--- config.mk ---
export PLATFORM = sky130hd
export DESIGN_NAME = bdm_decode
export DESIGN_NICKNAME = d
export VERILOG_FILES = /design/src/rtl/bdm_pkg.sv /design/src/rtl/bdm_decode.sv
export SDC_FILE = /design/constraint.sdc
export NUM_CORES = 1
export LEC_CHECK = 0
export BUFFER_PORTS_ARGS = -buffer_cell sky130_fd_sc_hd__buf_2
export CORE_MARGIN = 3
export CORE_UTILIZATION = 45
export DETAILED_ROUTE_END_ITERATION = 10
export PLACE_DENSITY = 0.8
export SLEW_MARGIN = 10
export SYNTH_ARGS = -nofsm -noshare
export SYNTH_HDL_FRONTEND = slang
export SYNTH_SLANG_ARGS = --single-unit
--- constraint.sdc ---
create_clock -name vclk -period 7.1
set_input_delay 0.355 -clock vclk [all_inputs]
set_output_delay 0.355 -clock vclk [all_outputs]
set_load 0.1 [all_outputs]
--- src/rtl/bdm_pkg.sv ---
`timescale 1ns / 1ps
// ----------------------------------------------------------------------------
// bdm_pkg - shared types and constants of the byte addressed data memory
// access kinds, bank count, data segment base and the decode control group
// ----------------------------------------------------------------------------
package bdm_pkg;

	localparam int NBANKS = 4;
	localparam logic [31:0] DATA_BASE = 32'h1001_0000;

	typedef enum logic [2:0] {
		KIND_RD_B = 3'd0,
		KIND_RD_H = 3'd1,
		KIND_RD_W = 3'd2,
		KIND_WR_B = 3'd3,
		KIND_WR_H = 3'd4,
		KIND_WR_W = 3'd5
	} kind_t;

	// decode result for one access
	typedef struct packed {
		logic              err;       // some byte of the access is out of bounds
		logic              wr;        // a write kind
		logic [1:0]        lo;        // bank of the first byte
		logic [1:0]        nm1;       // byte count minus one
		logic [NBANKS-1:0] row_inc;   // bank reads the row after the first one
		logic [NBANKS-1:0] wr_en;     // per bank write strobe
	} dec_ctl_t;

	// map a byte address to a store offset
	function automatic logic [31:0] map_off(input logic [31:0] a);
		return (a >= DATA_BASE) ? (a - DATA_BASE) : a;
	endfunction

endpackage

--- src/rtl/bdm_decode.sv ---
`timescale 1ns / 1ps
// ----------------------------------------------------------------------------
// bdm_decode - access decode
// maps first and last byte addresses, checks bounds, builds bank strobes
// ----------------------------------------------------------------------------
module bdm_decode #(
	parameter int MEM_BYTES = 4096,
	localparam int ROWS = (MEM_BYTES + 3) / 4,
	localparam int AW = (ROWS > 1) ? $clog2(ROWS) : 1
) (
	input  logic [2:0]             kind,
	input  logic [31:0]            address,
	input  logic [31:0]            write_data,
	output bdm_pkg::dec_ctl_t      ctl,
	output logic [AW-1:0]          row0,
	output logic [3:0][7:0]        wr_bytes
);
	import bdm_pkg::*;

	localparam logic [31:0] LIMIT = 32'(MEM_BYTES);

	logic        kind_ok;
	logic        is_wr;
	logic [1:0]  nm1;
	logic [31:0] last_addr;
	logic [31:0] off0;
	logic [31:0] off_last;
	logic        err;
	logic [1:0]  idx [NBANKS];
	logic [31:0] shifted [NBANKS];

	always_comb begin
		kind_ok = 1'b1;
		is_wr   = 1'b0;
		nm1     = 2'd0;
		case (kind_t'(kind))
			KIND_RD_B: nm1 = 2'd0;
			KIND_RD_H: nm1 = 2'd1;
			KIND_RD_W: nm1 = 2'd3;
			KIND_WR_B: begin
				nm1   = 2'd0;
				is_wr = 1'b1;
			end
			KIND_WR_H: begin
				nm1   = 2'd1;
				is_wr = 1'b1;
			end
			KIND_WR_W: begin
				nm1   = 2'd3;
				is_wr = 1'b1;
			end
			default: kind_ok = 1'b0;
		endcase
	end

	// a span that is in bounds at both ends is contiguous in the store
	assign last_addr = address + {30'd0, nm1};
	assign off0      = map_off(address);
	assign off_last  = map_off(last_addr);
	assign err       = kind_ok && ((off0 >= LIMIT) || (off_last >= LIMIT));
	assign row0      = off0[AW+1:2];

	always_comb begin
		ctl.err = err;
		ctl.wr  = is_wr;
		ctl.lo  = off0[1:0];
		ctl.nm1 = nm1;
		for (int b = 0; b < NBANKS; b++) begin
			idx[b]         = 2'(b) - off0[1:0];
			ctl.row_inc[b] = 2'(b) < off0[1:0];
			ctl.wr_en[b]   = kind_ok && is_wr && !err && (idx[b] <= nm1);
			shifted[b]     = write_data >> {idx[b], 3'b000};
			wr_bytes[b]    = shifted[b][7:0];
		end
	end

endmodule

; Word-level counts from Yosys, hierarchy flattened
; Index checks and enable logic that the tools add are counted.
[totals]
ff_bits = 0
inputBits = 67
out_inout_bits = 56
elab_cells = 47
[classes]
addsub = 7
order_cmp = 12
n_eq_ne = 5
shifts = 4
n_mux = 5
reduce_logical = 14
[op_table]
columns = op, count
row1 = 32-bit by 5-bit >> shifter with 8-bit output, 4
row2 = 32-bit by 13-bit >= comparator with 1-bit output (second input constant), 2
row3 = 32-bit by 29-bit >= comparator with 1-bit output (second input constant), 2
row4 = 32-bit two-way mux, 2
row5 = 32-bit by 29-bit subtractor with 32-bit output (second input constant), 2
row6 = 32-bit by 2-bit adder with 32-bit output, 1
row7 = 2-bit less-or-equal comparator, 4
row8 = 1-bit logical AND, 7
row9 = 3-bit by 2-bit equality test with 1-bit output (second input constant), 2
row10 = 3-bit equality test (second input constant), 2
row11 = 6-bit OR reduction, 1
row12 = 1-bit by 2-bit < comparator with 1-bit output (first input constant), 2
row13 = 2-bit < comparator (first input constant), 2
row14 = 2-bit case mux with 2 select lines, 1
row15 = 2-bit OR reduction, 2
row16 = 1-bit by 2-bit subtractor with 2-bit output (first input constant), 2
row17 = 2-bit subtractor (first input constant), 2
row18 = 3-bit by 1-bit equality test with 1-bit output (second input constant), 1
row19 = 3-bit logical NOT, 1
row20 = 3-bit OR reduction, 1
row21 = 1-bit two-way mux, 2
row22 = 1-bit logical NOT, 1
row23 = 1-bit logical OR, 1

; Logic depth before layout (Yosys ltp)
[depth]
depth_word = 12
depth_mapped = 18
ltp_nobuf = 17

; Worst setup path before layout
; Ideal clock, no wire load.
[synth_timing]
kind = input port to output port
start = in kind[0]
end = out ctl[0] (netlist name)
arrival_time_ns = 5.432
t_required_ns = 6.745
setup_slack_ns = 1.313
path_stages = 16
n_path_buf = 0
cell_sequence = nor2_1 > xnor2_1 > ha_1 > fa_1 > nand4_2 > nor4_4 > xnor2_1 > inv_1 > ha_1 > nand2_1 > nor3_1 > nand4_1 > o32ai_1 > o31ai_1 > mux2i_1 > and4_1
[synth_rtl]
columns = item, line_no
row1 = from (decl), bdm_decode.sv:11  ; input logic [2:0] kind,
row2 = to (decl), bdm_decode.sv:14  ; output bdm_pkg::dec_ctl_t ctl,

==> summary.md <==
| Metric | Value |
|---|---|
| CP endpoint kind | output pin |
| Starting Density | between 40% and 50% |
| WP data required | a little under 7000 ps |
| CTS Hold Bufs | 0 |
| Fmax | between 0.2 and 0.25 GHz |
| WP buf/inv | 3 |
| Final hold vios | 0 |
| # DRC | 0 |
| CLK BUF | 0 |
| Count of cell types in the netlist | 58 |
| Hold_ws | about 1100 ps |
| RSZ-0062 raised after global routing | no |
| Peak supply drop | around 0.085 mV |
| Max transition margin | between 30% and 40% |
| Type of the worst setup path | in2out |
| Post-Synth XOR/XNOR Area | ~5.8% |
| Syn avg cell area | between 8 and 9 um2 |
| Final net count | about 450 |
| Period utilization | about 70% |
| Mux share of post-synthesis cell area | between 30% and 40% |
| Detail Route Antenna Nets | 0 |
| Run status | finished, final reports clean |
| Largest family of logic cells by synthesized area | multiplexers |
| Largest net degree at the start of global routing | 37 |
| YS warnings | 0 |
| Ranking of synthesized cells by area | mux4_2 (30%), ha_1 (7.3%), buf_4 (5.0%) |
| Syn Std Cell Area | roughly 2400 um2 |
| Critical path startpoint | address[0] |
| First-pass GRT wire length | approximately 11000 um |
| Post-Synth Adder-Cell Area | 8.935% |
| DR WL/cell | approximately 16 um |
| Power Density | about 130 nW/um2 |
| Leakage Power | around 0.0012 uW |
| Core Footprint | 5140 um2 |
| Number of antenna violations at the first check in global routing | 0 |
| Startpoint type of the worst setup path | primary input |
| Drt pass-1 iters | 4 |
| Total track usage | 20.90% |
| Post-Syn Nets | 357 |
| Setup TNS | 0 ps |
| Input/output buffers | roughly 120 |
| Drt first-iter violations | ~140 |
| Vias | 2636 |
| Post-Synth Simple-Gate Area | a little under a third |
| Commonest cells in the synthesized netlist | mux4_2 (32), nand2_1 (24), buf_4 (16), nor2_1 (16) |
| Crit-path max cell delay | 720 ps |
| Measured slew at the worst slew-check pin | just under 1000 ps |
| Vias in the first global route | 2409 |
| Die width | 79.16 um |
| Dominant cell by count in the synthesized netlist | mux4_2 |
| CP delay by family, top | buffers and inverters |
| Critical-path maximum fanout | 36 |
| Pre-CTS WS | about 2200 ps |
| FILL cells | 470 |
| Die extent in y | 79.16 um |
| Final Slew Violations | 0 |
| PostCTS Resize Cnt | 0 |
| # diodes | 0 |
| WL final | roughly 7000 um |
| Minimum clock period | about 4900 ps |
| Count of flip-flops and latches | 0 |
| DP HPWL | 5855 um |
| HP Start | address[11] |
| Worst setup margin | approximately 2200 ps |
| Reg area | 0 um2 |
| I/O pin count | 123 |
| CP max stage cell | buf_2 |
| Grt total ovfl | 0 |
| Layout cell share with drive strength beyond 1 | 47.38% |
| Synth-to-layout area growth | 21.04% |
| Max cap viols | 0 |
| Mapped Cells | 274 |
| Setup violations, final | 0 |
| Rows | 26 |
| CP Cell Sequence | buf_2 > ha_1 > fa_1 > nand4_2 > nor4_4 > xnor2_1 > inv_1 > ha_1 > nand2_1 > nor3_1 > nand4_1 > o32ai_1 > o31ai_1 > mux2i_1 > o2111a_1 > buf_2 |
| Leading area contributor after synthesis | mux4_2 |
| Worst EP arrival | 4550 ps |
| Setup Buffers After CTS | 0 |
| Sequential share of the synthesized area | 0% |
| Vias/cell | 6.088 |
| Area fraction of the dominant cell type after synthesis | 29.92% |
| Complex-gate fraction of the synthesized area | between 10% and 20% |
| Final core occ | 56.72% |
| Gp weighted congestion | 0.9075 |
| Die area | between 6000 and 7000 um2 |
| Worst hold-check path type | in2out |
[cells by family after synthesis]
| logic type | after synthesis |
|---|---|
| AND/OR/NAND/NOR | 117 |
| AO/OA/AOI/OAI | 41 |
| adder cells (fa/ha/maj) | 16 |
| multiplexers | 39 |
| buffers and inverters | 44 |
| other | 1 |
| XOR/XNOR | 16 |
[metrics by stage]
| stage | cells | power (uW) | area [um2] |
|---|---|---|---|
| global route | 433 | 392.4 | 2915 |
| CTS | 433 | 376.3 | 2915 |
| detailed placement | 433 | 376.0 | 2915 |
| floorplan | 274 | 312.0 | 2409 |
| global placement | 433 | 372.2 | 2915 |
| finish | 433 | 376.2 | 2915 |
[per-layer routing]
layer  share of wire (%)  GRT usage [%]
met5                   0              0
met4                0.76          2.234
met3                 7.8          1.247
met2                  51          38.38
met1                  41          27.75
[where the power goes]
group | internal [uW] | switching, uW
clock network | 0 | 0
logic | 85.4 | 291
registers | 0 | 0
total | 85.4 | 291
[cell type report]
cell class,instances,area (um2),share of cell area [%]
repair buffers,122,610.6,20.94
multi-input cells,230,2176,74.64
well taps,70,87.58,3.004
inverters,11,41.29,1.416
[cells in the final DEF (no fill, tap or decap), types with 4 or more instances in the layout]
master	netlist	layout
mux2i_1	6	6
nand2_1	24	24
o31ai_1	4	4
inv_1	11	11
nand4_1	9	9
xnor2_1	10	10
nor3_1	14	14
and4_1	6	6
xor2_1	6	6
nand3_1	11	11
o21ai_0	9	9
buf_2	5	122
mux4_2	32	32
ha_1	14	14
a21oi_1	7	7
nor2_1	16	16
nor4_1	4	4
[worst paths after layout]
check / endpoint / slack (ps) / cells after the start
setup / recovery: ctl[3] / 2190 / 16
hold / removal: row0[9] / 1130 / 2
Power figures use the tool's default switching activity.
