**config.mk**
```make
export PLATFORM = sky130hd
export DESIGN_NAME = bdm_align
export DESIGN_NICKNAME = d
export VERILOG_FILES = /design/src/rtl/bdm_pkg.sv /design/src/rtl/bdm_align.sv
export SDC_FILE = /design/constraint.sdc
export NUM_CORES = 1
export LEC_CHECK = 0
export BUFFER_PORTS_ARGS = -buffer_cell sky130_fd_sc_hd__clkbuf_2
export CORE_MARGIN = 8
export CORE_UTILIZATION = 40
export DETAILED_ROUTE_END_ITERATION = 10
export GPL_TIMING_DRIVEN = 0
export PLACE_DENSITY = 0.72
export SYNTH_ARGS = -nofsm -noshare
export SYNTH_HDL_FRONTEND = slang
export SYNTH_SLANG_ARGS = --single-unit
```
**constraint.sdc**
```tcl
create_clock -name vclk -period 1.3
set_input_delay 0.065 -clock vclk [all_inputs]
set_output_delay 0.065 -clock vclk [all_outputs]
set_load 0.01 [all_outputs]
```
**src/rtl/bdm_pkg.sv**
```systemverilog
`timescale 1ns / 1ps
// ----------------------------------------------------------------------------
// bdm_pkg - shared types and constants of the byte addressed data memory
// access kinds, bank count, data segment base and the decode control group
// ----------------------------------------------------------------------------
package bdm_pkg;

	localparam int NBANKS = 4;
	localparam logic [31:0] DATA_BASE = 32'h1001_0000;

	typedef enum logic [2:0] {
		KIND_RD_B = 3'd0,
		KIND_RD_H = 3'd1,
		KIND_RD_W = 3'd2,
		KIND_WR_B = 3'd3,
		KIND_WR_H = 3'd4,
		KIND_WR_W = 3'd5
	} kind_t;

	// decode result for one access
	typedef struct packed {
		logic              err;       // some byte of the access is out of bounds
		logic              wr;        // a write kind
		logic [1:0]        lo;        // bank of the first byte
		logic [1:0]        nm1;       // byte count minus one
		logic [NBANKS-1:0] row_inc;   // bank reads the row after the first one
		logic [NBANKS-1:0] wr_en;     // per bank write strobe
	} dec_ctl_t;

	// map a byte address to a store offset
	function automatic logic [31:0] map_off(input logic [31:0] a);
		return (a >= DATA_BASE) ? (a - DATA_BASE) : a;
	endfunction

endpackage

```
**src/rtl/bdm_align.sv**
```systemverilog
`timescale 1ns / 1ps
// ----------------------------------------------------------------------------
// bdm_align - read word assembly
// rotates bank bytes into order and sign extends narrow reads
// ----------------------------------------------------------------------------
module bdm_align (
	input  bdm_pkg::kind_t        kind,
	input  logic [1:0]            lo,
	input  logic                  err,
	input  logic [3:0][7:0]       bank_data,
	output logic signed [31:0]    value
);
	import bdm_pkg::*;

	logic [63:0] dbl;
	logic [63:0] rot;
	logic [31:0] word;

	assign dbl  = {bank_data, bank_data};
	assign rot  = dbl >> {lo, 3'b000};
	assign word = rot[31:0];

	always_comb begin
		value = '0;
		if (!err) begin
			case (kind)
				KIND_RD_B: value = {{24{word[7]}}, word[7:0]};
				KIND_RD_H: value = {{16{word[15]}}, word[15:0]};
				KIND_RD_W: value = word;
				default:   value = '0;
			endcase
		end
	end

endmodule

```
Word level (Yosys, flattened, before mapping)

Cells that the tools add are included.
Widths: inputs -> output; s select.

Register bits after elaboration: 0

Equal/unequal tests: 2
Shifts and indexed selects: 1
Muxes and demuxes: 2
Reductions and logical operators: 1

Operator list:

| operator           | number |
|---|---|
| $pmux 32 s3        | 1 |
| $shr 64x5->32      | 1 |
| $mux 32            | 1 |
| $eq 3x1->1 const B | 1 |
| $eq 3x2->1 const B | 1 |
| $logic_not 3->1    | 1 |

Longest topological paths before layout

Gate-level depths: netlist of the first run.

Depth after elaboration: 3
Mapped depth: 6
Depth with buffers taken out: 3

Worst setup path before layout of the first run

No wires, ideal clock.

Path kind: input port to output port
Start point: in lo[0]
End point: out value[25]
Arrival: 1.104 ns
Data required time: 1.235 ns
Slack: 0.131 ns
Cell stages on the path: 5
Path buffers: 2
Cell sequence: buf_6 -> buf_6 -> mux4_1 -> nand2_1 -> a31oi_1

Word-level cells in the longest chain between the ends: 3

Ends and longest elaborated chain:

| item            | line            | RTL |
|---|---|---|
| start, declared | bdm_align.sv:8  | `input logic [1:0] lo,` |
| $shr 64x5->32   | bdm_align.sv:20 | `assign rot = dbl >> {lo, 3'b000};` |
| $pmux 32 s3     | bdm_align.sv:26 | `case (kind)` |
| $mux 32         | bdm_align.sv:25 | `if (!err) begin` |
| end, declared   | bdm_align.sv:11 | `output logic signed [31:0] value` |

Every way passes these cells.

Worst setup path after layout of the first run

Start point: in lo[1]
End point: out value[24]

Same word-level chain as after synthesis.

==> summary.txt, run 1 <==
Run status
  – Status: completed

Layout
  – N_diodes: 0
  – Seq cells: 0
  – # clk buffers: 0
  – Final core utilization: about three fifths
  – Area of the multi-input gates: around 1300 um2
  – Fill cells: 313
  – Reg area: 0 um2
  – Fraction of layout cells with a size suffix above 1: between 60% and 70%
  – Area Overhead vs Synth: 41.11%
  – Nets@finish: 232

Global route
  – Initial antenna violation count: 0
  – Overflow after GRT: 0
  – Total GRT Usage: 16.42%
  – Number of global-route vias before repair: 1,527
  – Largest net degree at the start of global routing: 11
  – First-pass GRT wire length: 7383 um

Timing
  – Fin. max-slew vios: 0
  – Crit path time final: 1.299 ns
  – RSZ-0062 raised after global routing: yes
  – Max Freq: between 700 and 800 MHz
  – Rel. slew slack: 77.69%
  – Setup_tns: 0 ns
  – Slew @ Worst Pin: 0.3341 ns
  – Final period util: between 90% and 100%
  – WHS: ~0.5 ns
  – Final setup violating endpoints: 0
  – Fin. Hold Viols: 0

Synthesis
  – Post-synth cell types: 27
  – Cells after Synth: 117
  – Count of warnings emitted by yosys: 0
  – Syn Nets: 155
  – Mapped Avg Cell Area: 12.09 um2
  – Synthesized area: 1415 um2
  – Sequential cell area fraction in the yosys report: 0%

Floorplan
  – Starting Density: 42.08%
  – Top-level I/O count: 70
  – Die height: 75.48 um
  – Core box area: ~3400 um2
  – Die area: approximately 5700 um2
  – Die X: roughly 75 um
  – # rows: 21

Placed design
  – PortBufs: 67
  – Final HPWL from detailed placement: 3697 um
  – Gpl congestion: 0.9461

Routing
  – Vias per inst: 6.101
  – Routed wire length: 4869 um
  – Drt wl/cell: 20.46 um
  – Drc violations: 0
  – DRT antenna net count: 0
  – DR pass1 iterations: 4
  – Initial DRC count: 69
  – Vias: 1,452

Flow run
  – Max-Cap Viols: 0

Setup path
  – CP top delay family: buffers and inverters
  – Critical path, cell by cell: buf_8 > mux2_4 > a32oi_4 > buf_8 > a31oi_2 > clkbuf_2
  – Maximum fanout along the worst path: 10
  – Startpoint Class: input port
  – Crit path required time: roughly 1.2 ns
  – Buf/Inv on CP: 3
  – Slowest stage delay, CP: 0.31 ns
  – Crit path DAT: 1.23 ns
  – Worst setup EP type: primary output
  – Crit path launch: lo[1]
  – Slowest-stage cell, CP: mux2_4
  – Crit Path Class: in -> out
  – Most frequent CP cell: buf_8

Power
  – VDD IR max: 0.0001916 V
  – PD cells: 314.2 nW/um2
  – Leakage power: 0.8017 nW

Hold path
  – Hold crit path type: in -> out
  – Hold wc startpoint: err

Clocking
  – Cts hold-fix bufs: 0
report_power, final:
part           switching, mW  internal, mW  total (mW)
sequential                 0             0           0
combinational          0.278         0.350       0.628
clock                      0             0           0
total                  0.278         0.350       0.628
cell families after synthesis:
family / count (synthesis) / synth area share [%]
AO/OA/AOI/OAI: 26 / 12.56
buffers and inverters: 16 / 13.26
AND/OR/NAND/NOR: 38 / 16.80
multiplexers: 35 / 55.61
XOR/XNOR: 2 / 1.769
final timing paths:
kind / depth (start not counted) / end / slack [ns]
worst max-delay path: 6 / value[24] / 0.0008
worst min-delay path: 4 / value[0] / 0.51
cell type report:
| cell class | count | area share, % |
|---|---|---|
| tap | 46 | 2.882 |
| multi-input combinational | 101 | 64.22 |
| buffer | 16 | 10.59 |
| timing repair buffer | 75 | 22.31 |
metrics by stage:
| stage | setup slack, ns | instances | area [um2] | power (mW) |
|---|---|---|---|---|
| 2_1_floorplan | 0.1309 | 117 | 1415 | 0.3855 |
| 3_3_place_gp | -0.1864 | 230 | 1808 | 0.5484 |
| 3_5_place_dp | -0.2222 | 230 | 1808 | 0.5615 |
| 4_1_cts | -0.04903 | 235 | 1886 | 0.5822 |
| 5_1_grt | -0.06014 | 238 | 1997 | 0.6665 |
| 6_report | 0.0008366 | 238 | 1997 | 0.6275 |
synth_stat cells, types with 3 or more instances:
cell type | n | area (um2)
a21oi_1 | 8 | 40.04
a31oi_1 | 16 | 100.1
buf_6 | 8 | 90.09
clkbuf_8 | 3 | 41.29
mux4_1 | 7 | 183.9
mux4_2 | 24 | 540.5
nand2_1 | 16 | 60.06
nand3b_1 | 9 | 67.56
nor2b_1 | 8 | 50.05
per-layer routing:
| layer | vias to the layer above | routed length, um | global-route usage (%) | part of all wire, % |
|---|---|---|---|---|
| met1 | 696 | 1749 | 19.48 | 36 |
| li1 | 651 | - | - | - |
| met2 | 100 | 2540 | 30.87 | 52 |
| met5 | - | 0 | 0 | 0 |
| met4 | 0 | 63 | 1.706 | 1.3 |
| met3 | 5 | 516 | 2.763 | 11 |
cell usage in the layout (no fill, tap or decap), types with 2 or more instances in the layout:
cell	instances
clkbuf_8	5
clkbuf_16	2
buf_12	3
buf_4	5
mux4_2	25
buf_2	3
buf_6	6
xor2_4	2
mux2_2	2
a31oi_1	15
nand2_1	16
mux4_1	6
a21oi_1	8
nor2b_1	8
nand3b_1	9
buf_8	2
clkbuf_2	64
what timing repair did:
action / CTS / global route
pin swaps: 3 / 2
setup endpoints to repair: 23 / 24
setup buffers: 5 / 1
cloned: 0 / 2
resized for setup: 9 / 17
Power figures use the tool's default switching activity.
==> run 2: changes to the inputs <==
--- a/config.mk
+++ b/config.mk
@@ -10,7 +10,7 @@
 export CORE_UTILIZATION = 40
 export DETAILED_ROUTE_END_ITERATION = 10
 export GPL_TIMING_DRIVEN = 0
-export PLACE_DENSITY = 0.72
+export PLACE_DENSITY = 0.75
 export SYNTH_ARGS = -nofsm -noshare
 export SYNTH_HDL_FRONTEND = slang
 export SYNTH_SLANG_ARGS = --single-unit
==> constraint.sdc (replaced) <==
create_clock -name vclk -period 1.1
set_input_delay 0.22 -clock vclk [all_inputs]
set_output_delay 0.22 -clock vclk [all_outputs]
set_load 0.01 [all_outputs]
==> run 2 against run 1 <==
Clock-buffer cell count is the same. Non-clock buffer count up 20. Worst setup slack got worse by 0.62 ns. Sequential share of layout area unchanged. The run now ends with setup timing left. Final cell count up 8.4%. Largest cell class unchanged. Routed wire length rose by 38%. Combinational power increased by 59%. First-iteration DRC count grew to 2.6 times the previous value. Critical endpoint is now value[29]. Utilization rose by 18 points. Cell area increased by 31%. Power grew 60%.
==> summary.txt, run 2 (synthesis results as in run 1) <==
Layout
  – Area Overhead vs Synth: 84.70%
  – Seq cells: 0
  – Fraction of layout cells with a size suffix above 1: roughly 82%
  – Nets@finish: 252
  – Most frequent cells in the layout: clkbuf_2, mux4_2, buf_6, buf_4, nand2_1
  – Area of the multi-input gates: 1484 um2
  – Final core utilization: 77.72%
  – N_diodes: 0
  – # clk buffers: 0
  – Reg area: 0 um2
  – Fill cells: 197
  – Final Cell Area: approximately 2600 um2
  – Leading cell type in the layout, fill and taps excluded: clkbuf_2
  – Final Non-Filler Cells: 258

Routing
  – Drt wl/cell: 25.98 um
  – Vias per inst: 6.492
  – Routed wire length: 6703 um
  – Drc violations: 0
  – DR pass1 iterations: 5
  – Initial DRC count: approximately 180
  – Vias: 1,675
  – DRT antenna net count: 0

Power
  – Logic pwr share: 100.0%
  – Sw Ratio: 43.29%
  – PD cells: 383.8 nW/um2
  – Reg power frac: 0%
  – NetSw: between 0.4 and 0.5 mW
  – Int Pwr: 0.5690 mW
  – VDD IR max: 0.0002399 V
  – Leakage power: approximately 1.0 nW
  – Clk network pwr share: 0%

Global route
  – Initial antenna violation count: 0
  – Overflow after GRT: 0
  – Total GRT Usage: 20.52%
  – Largest net degree at the start of global routing: 11
  – Number of global-route vias before repair: around 1,700
  – First-pass GRT wire length: 8983 um

Timing
  – WHS: 0.9568 ns
  – Fin. Hold Viols: 0
  – Slew @ Worst Pin: around 0.36 ns
  – Setup ws final: -0.6239 ns
  – Max Freq: 580.1 MHz
  – Crit path time final: 1.724 ns
  – RSZ-0062 raised after global routing: yes
  – Fin. max-slew vios: 0
  – Rel. slew slack: 76.05%
  – Final setup violating endpoints: 32
  – Final period util: 156.7%

Run status
  – Failing checks: setup timing
  – Status: finished, violations left

Setup path
  – Crit path DAT: 1.50 ns
  – Crit path required time: 0.88 ns
  – Crit Path Class: in -> out
  – Maximum fanout along the worst path: 6
  – Worst setup EP type: primary output
  – Startpoint Class: input port

Placed design
  – Placed Instances: 230
  – Place WS: -0.6723 ns
  – PortBufs: 67
  – Area after DPL: 1897 um2
  – Final HPWL from detailed placement: 3847 um
  – Gpl congestion: 0.8926

Hold path
  – Hold crit path type: in -> out

Floorplan
  – Die area: 5697 um2
  – Core box area: 3363 um2
  – Top-level I/O count: 70
  – # rows: 21
  – Starting Density: 42.08%
  – Die height: 75.48 um
  – Die X: about 75 um

Flow run
  – Max-Cap Viols: 0

Clocking
  – Cts hold-fix bufs: 0
[run 2: cell types whose count changed in the layout (fill, tap and decap cells not counted), moves of 6 or more]
| cell | change |
|---|---|
| a31oi_4 | +7 |
| clkbuf_2 | -20 |
| buf_4 | +11 |
| nor2b_4 | +8 |
| a21oi_1 | -8 |
| a31oi_1 | -8 |
| nor2b_1 | -8 |
| buf_12 | +6 |
| buf_6 | +12 |
| a21oi_2 | +8 |
[run 2: repair_timing]
action / 4_1_cts / 5_1_grt
endpoints found under the hold margin: 0 / 0
setup endpoints to repair: 32 / 32
gates resized for setup: 35 / 59
cloned: 7 / 1
pin swaps: 4 / 9
setup buffers: 14 / 7
[run 2: worst paths after layout]
| path | depth (start not counted) | startpoint | end | slack [ns] |
|---|---|---|---|---|
| worst max-delay path | 7 | lo[0] | value[29] | -0.62 |
| worst min-delay path | 5 | kind[2] | value[17] | 0.96 |
[run 2: critical path, cell delays in order]
cell	delay, ns
buf_16	0.11
nor4_4	0.35
a32oi_4	0.10
buf_12	0.16
buf_8	0.13
a31oi_1	0.23
clkbuf_2	0.20
[run 2: power by group through the flow]
stage	combinational, mW	clock (mW)	sequential [mW]
CTS	0.870	0	0
global placement	0.686	0	0
floorplan	0.495	0	0
detailed placement	0.709	0	0
global route	1.05	0	0
finish	1.00	0	0
[run 2: layout make-up]
class                      count  share of cell area (%)
multi-input combinational    101                   56.77
buffer                        16                   10.77
tap                           46                   2.202
timing repair buffer          95                   30.25
[run 2: routing by layer]
| layer | GRT usage (%) | vias up | part of all wire [%] |
|---|---|---|---|
| met3 | 1.842 | 21 | 8.3 |
| met5 | 0 | - | 0 |
| met1 | 25.57 | 825 | 37 |
| met2 | 35.86 | 128 | 52 |
| li1 | - | 701 | - |
| met4 | 7.463 | 0 | 3.1 |
[run 2: metrics by stage]
stage | setup TNS, ns | total power, mW
3_3_place_gp | -16.82 | 0.6864
2_1_floorplan | -9.605 | 0.4949
6_report | -15.95 | 1.003
5_1_grt | -16.92 | 1.048
3_5_place_dp | -17.01 | 0.7090
4_1_cts | -13.77 | 0.8704
